<file path="config.mk">
export PLATFORM = sky130hd
export DESIGN_NAME = mrrs_cell
export DESIGN_NICKNAME = d
export VERILOG_FILES = /design/src/sv/mrrs_pkg.sv /design/src/sv/mrrs_cell.sv
export SDC_FILE = /design/constraint.sdc
export NUM_CORES = 1
export LEC_CHECK = 0
export BUFFER_PORTS_ARGS = -buffer_cell sky130_fd_sc_hd__buf_4
export CAP_MARGIN = 10
export CORE_MARGIN = 8
export CORE_UTILIZATION = 35
export DETAILED_ROUTE_END_ITERATION = 16
export PLACE_DENSITY = 0.56
export SYNTH_ARGS = -nofsm -noshare
export SYNTH_HDL_FRONTEND = slang
export SYNTH_SLANG_ARGS = --single-unit
</file>
<file path="constraint.sdc">
create_clock -name clock -period 2.95 [get_ports clock]
set_input_delay 0.295 -clock clock [delete_from_list [all_inputs] [get_ports clock]]
set_output_delay 0.295 -clock clock [all_outputs]
set_load 0.01 [all_outputs]
</file>
<file path="src/sv/mrrs_pkg.sv">
// ----------------------------------------------------------------------------
// mrrs_pkg
// Shared types and constants of the multilevel round-robin scheduler: item
// field widths, operation codes, and the control and chain bundles that run
// between the sequencer and the queue cells.
// ----------------------------------------------------------------------------
`default_nettype none

package mrrs_pkg;

   // Field widths of the items
   localparam int TASK_W  = 8;
   localparam int LEVEL_W = 4;
   localparam int SLICE_W = 8;
   localparam int OP_W    = 2;

   // Default sizes
   localparam int DEF_NUM_TASKS       = 256;
   localparam int DEF_NUM_LEVELS      = 8;
   localparam int DEF_TASKS_PER_LEVEL = 64;

   // Widest control fields over the supported parameter ranges
   localparam int LVL_MAX_W = 4;   // up to 16 levels
   localparam int CNT_MAX_W = 9;   // count up to 256
   localparam int IDX_MAX_W = 8;   // slot index up to 255

   localparam logic [OP_W-1:0] OP_RUN    = 2'd0;
   localparam logic [OP_W-1:0] OP_SLEEP  = 2'd1;
   localparam logic [OP_W-1:0] OP_SWITCH = 2'd2;

   typedef enum logic [1:0] {
      CELL_HOLD,
      CELL_SHIFT,
      CELL_WRITE
   } cell_op_type;

   // Broadcast to every cell of the queue row
   typedef struct packed {
      cell_op_type            op;
      logic [LVL_MAX_W-1:0]   level;
      logic [TASK_W-1:0]      task_id;
      logic [CNT_MAX_W-1:0]   count;
      logic [IDX_MAX_W-1:0]   cursor;
   } cell_cmd_type;

   // Passed from one cell to the next, one hop a cycle
   typedef struct packed {
      logic                   found;    // match at this slot or earlier
      logic                   prior;    // match ahead of the cursor
      logic [TASK_W-1:0]      pick;     // entry at the cursor slot
   } cell_chain_type;

endpackage

`default_nettype wire

</file>
<file path="src/sv/mrrs_cell.sv">
// ----------------------------------------------------------------------------
// mrrs_cell
// One slot position of all level queues. Holds the entry of each level at
// this slot, forwards search and cursor-pick results to its right neighbor,
// and shifts or writes its entry of the selected level.
// ----------------------------------------------------------------------------
`default_nettype none

module mrrs_cell
   import mrrs_pkg::*;
#(
   parameter int NUM_LEVELS = DEF_NUM_LEVELS,
   parameter int CELL_IDX   = 0
) (
   input  wire logic           clock,
   input  wire cell_cmd_type   cmd,
   input  wire cell_chain_type chain_left,
   input  wire logic [TASK_W-1:0] right_ent,
   output      cell_chain_type chain_out,
   output      logic [TASK_W-1:0] ent_out
);

   localparam int LVL_W = (NUM_LEVELS > 1) ? $clog2(NUM_LEVELS) : 1;

   localparam logic [CNT_MAX_W-1:0] IDX_C = CNT_MAX_W'(CELL_IDX);
   localparam logic [IDX_MAX_W-1:0] IDX_P = IDX_MAX_W'(CELL_IDX);

   logic [TASK_W-1:0] ent_ff [NUM_LEVELS];
   cell_chain_type    chain_ff;
   cell_chain_type    chain_in;
   logic [LVL_W-1:0]  lvl;
   logic              hit;

   assign lvl     = cmd.level[LVL_W-1:0];
   assign ent_out = ent_ff[lvl];
   assign hit     = (IDX_C < cmd.count) && (ent_out == cmd.task_id);

   always_comb begin
      chain_in.found = chain_left.found | hit;
      chain_in.prior = chain_left.prior | (hit && (IDX_P < cmd.cursor));
      chain_in.pick  = (IDX_P == cmd.cursor) ? ent_out : chain_left.pick;
   end

   always_ff @(posedge clock) begin
      chain_ff <= chain_in;
      case (cmd.op)
         CELL_SHIFT: begin
            // slots at and behind the removed one take the next entry
            if (chain_ff.found) begin
               ent_ff[lvl] <= right_ent;
            end
         end
         CELL_WRITE: begin
            if (IDX_C == cmd.count) begin
               ent_ff[lvl] <= cmd.task_id;
            end
         end
         default: begin
         end
      endcase
   end

   assign chain_out = chain_ff;

endmodule

`default_nettype wire

</file>
# Word level (Yosys, flattened, before mapping)
# Memory sizes are Yosys's and may differ from the RTL's.
# Index checks and enable logic that the tools add are counted.
[classes] muxes=8 eq_ne=3 n_lt_le_gt_ge=2 reduce_logical=4 n_bitwise=3
[op_table] op="$mux 8" count=2
[op_table] op="$logic_not 9->1" count=1
[op_table] op="$lt 1x9->1 const A" count=1
[op_table] op="$eq 8x8->1" count=1
[op_table] op="$logic_not 8->1" count=1
[op_table] op="$lt 1x8->1 const A" count=1
[op_table] op="$mux 1" count=6
[op_table] op="$or 1x1->1" count=3
[op_table] op="$eq 2x1->1 const B" count=1
[op_table] op="$eq 2x2->1 const B" count=1
[op_table] op="$logic_and 1x1->1" count=2
[totals] word_cells=24 mem_bits_rw=64 output_inout_bits=18 register_bits=10 input_bits=50 n_memories=1
[mem_list] memory="ent_ff" depth=8 width=8 read_ports=1 rd_clocked_by_memory_dff=0 write_ports=1 line_no="mrrs_cell.sv:28" rtl="logic [TASK_W-1:0] ent_ff [NUM_LEVELS];"

# Depth between registers and ports, before layout
[logic_depth] word_depth=5 depth_mapped=9

# Worst setup path before layout
# OpenSTA, ideal clock, no wires.
[synth_path] path_type="input-to-reg" startpoint="input cmd[10] (netlist bit)" endpoint="memory ent_ff[4][0], enable pin" setup_time_ns=0.383 path_slack_ns=0.515 required_time_ns=2.567 t_arrival_ns=2.052 path_stages=7 cell_sequence="nor4_1 > nand3_1 > or3b_1 > clkbuf_1 > o21ai_1 > nand2_1 > nor3_1"
[synth_between] elab_chain_cells=5
[synth_lines] item="start, declared" line_no="mrrs_cell.sv:16" rtl="input wire cell_cmd_type cmd,"
[synth_lines] item="$logic_not 9->1" line_no="mrrs_cell.sv:54" rtl="if (IDX_C == cmd.count) begin"
[synth_lines] item="$mux 1" line_no="mrrs_cell.sv:54"
[synth_lines] item="$mux 1" line_no="mrrs_cell.sv:46" rtl="case (cmd.op)"
[synth_lines] item="$mux 1 (not written as such)" line_no="mrrs_cell.sv:55" rtl="ent_ff[lvl] <= cmd.task_id;"
[synth_lines] item="$or 1x1->1 (no source line)"
[synth_lines] item="end, declared" line_no="mrrs_cell.sv:28"
# No other way between the ends.

==> results by group <==
CTS
  – CTS root buf: clkbuf_8
  – CTS Hold Bufs: 0
  – # resized after CTS: 0
  – H-tree Lvls: 3
  – Inserted Clock Buffers: 9
  – Clk buf depth: 2
  – Post-CTS setup repair buffer count: 0
  – Worst skew pair latency: 0.35 ns
  – Clock Sinks: 74
  – CTS tree: built
  – Reg clk slew, reported paths: 0.07 ns

STA
  – Setup Skew: 0.00985 ns
  – Final setup viols: 0
  – Slew at the pin closest to its max-slew limit: 0.476 ns
  – Worst Slack Setup Final: 0.588 ns
  – Fmax: 423 MHz
  – Worst Hold Margin: 0.130 ns
  – RSZ-0062 raised after global routing: no
  – Slew Viols, Final: 0
  – TNS Setup: 0 ns
  – Period utilization: 80.1%
  – Final hold violation count: 0
  – Tmin final: 2.36 ns
  – Worst-case headroom to the max-slew limit: 68.0%

Routing
  – Wire length per cell: 18.5 µm
  – TritonRoute pass-1 iters: 4
  – DRC: 0
  – Vias per inst: 4.95
  – Routed Antenna Nets: 0
  – Total routed wirelength: 7.16 mm
  – Iter 0 DRT Violations: 67
  – DR vias: 1915

Global route
  – Largest net degree at the start of global routing: 29
  – Met3 Use GR: 2.99%
  – Overflow after GRT: 0
  – Initial antenna violation count: 0
  – Tot GR Track Use: 12.3%
  – Met2 usage: 19.9%
  – Grt met1 use: 15.0%
  – GR peak layer: met2
  – Vias in the first global route: 1977
  – First-pass GRT wire length: 10.8 mm

Critical path
  – Critical path type: flop to flop
  – Worst R2R Setup Slack: 0.59 ns
  – Worst path required time: 3.24 ns
  – CP Launch Type: flop
  – Critical-path maximum fanout: 3
  – Worst Path Arrival: 2.65 ns
  – Crit end category: flop

Synthesis
  – Synth Flop Type: edfxtp_1
  – Cell Area, Synth: 3090 µm²
  – Number of flops mapped to enable cells by yosys: 64
  – Asr flop ratio synth: 0%
  – Yosys reg bits: 74
  – Seq/Total Area, Yosys: 68.7%
  – Synth Instances: 186
  – Synth Net Count: 236
  – Syn_area_per_cell: 16.6 µm²
  – Netlist cell types: 33
  – Synth warn: 0

Finish
  – Layout cell share with drive strength beyond 1: 45.5%
  – Most frequent cells in the layout: buf_4, edfxtp_1, mux2_2
  – Area grow syn2layout: 30.5%
  – Commonest non-fill, non-tap cell in the layout: buf_4
  – Filler cells: 788
  – Diodes inserted: 0
  – Storage cell area: 2120 µm²
  – Post-layout util: 46.7%
  – NumNets Final: 324
  – Area of the multi-input gates: 922 µm²

Power
  – P_leak: 1.52 nW
  – PwrDens: 530 nW/µm²
  – Pwr Total: 2.14 mW
  – Max VDD drop: 0.259 mV

Flow run
  – Max-cap violation count: 0

Die
  – Die H: 110 µm
  – Initial core utilization: 35.7%
  – Die area: 12100 µm²
  – Row Count: 34
  – Core ar.: 8640 µm²
  – Top Ports: 68
  – Die W: 110 µm

Place
  – RePlAce Congestion: 0.734
  – PortBufs: 66
  – Worst slack at placement: 0.494 ns
  – Detail Placement HPWL: 5.15 mm

Min path
  – Min-Delay Path Class: input port to flop

Status
  – Status: finished clean
## where the power goes
group	leakage, nW	total [mW]	switching [mW]	internal, mW
combinational	0.766	0.211	0.0980	0.113
sequential	0.661	1.15	0.00315	1.15
clock	0.0925	0.772	0.380	0.392
## final timing paths
check                      from           end  depth (start not counted)
setup / recovery   ent_ff[2][1]  chain_out[8]                          6
hold / removal    chain_left[8]  chain_out[8]                          2
setup reg to reg   ent_ff[2][1]  chain_out[8]                          6
hold reg to reg    ent_ff[7][2]  chain_out[2]                          4
## cell usage after synthesis (3+ instances only)
| master | count | area, µm² |
|---|---|---|
| a21oi_1 | 3 | 15.0 |
| nand3_1 | 3 | 15.0 |
| xor2_1 | 6 | 52.6 |
| nor3_1 | 4 | 20.0 |
| mux2_2 | 17 | 191 |
| nor4_1 | 3 | 18.8 |
| edfxtp_1 | 64 | 1920 |
| nor2b_1 | 4 | 25.0 |
| buf_2 | 4 | 20.0 |
| nor2_1 | 10 | 37.5 |
| nand2_1 | 10 | 37.5 |
| dfxtp_1 | 10 | 200 |
| mux2i_1 | 8 | 80.1 |
| mux4_2 | 8 | 180 |
| mux2_1 | 7 | 78.8 |
## worst max-delay path, cell delays in order (launching register included)
cell and delay, ns:
edfxtp_1 0.39, mux4_2 0.46, mux2_2 0.32, xor2_1 0.15, or3b_1 0.41, nor4b_2 0.37, a41o_1 0.21
## per-stage QoR
| step | cells | area [µm²] |
|---|---|---|
| detailed placement | 371 | 3830 |
| global route | 387 | 4030 |
| CTS | 387 | 4030 |
| finish | 387 | 4030 |
| global placement | 371 | 3830 |
| floorplan | 186 | 3090 |
## final cells by class
class / count / area share (%)
Tap cell: 108 / 3.35
Sequential cell: 74 / 52.7
Inverter: 1 / 0.0932
Timing Repair Buffer: 85 / 16.1
Multi-Input combinational cell: 103 / 22.9
Clock buffer: 10 / 3.17
Clock inverter: 6 / 1.68
## metal layers
layer	part of all wire (%)	wire length [µm]
met3	7.0	499
met1	43	3070
met2	48	3470
met4	1.7	119
met5	0	0
## state kept, by name (all words and copies together), names as in the netlist
name	count
ent_ff	64
chain_out	10
## cells by family after synthesis
| group | count (synthesis) | share of synthesized area [%] |
|---|---|---|
| DFF | 74 | 68.7 |
| muxes | 40 | 17.2 |
| and+or+nand+nor | 39 | 6.45 |
| AOI/OAI and AO/OA | 17 | 4.26 |
| buffers and inverters | 9 | 1.38 |
| xor gates and xnor gates | 7 | 1.99 |
Note: power is estimated with default switching activity, not from simulation.
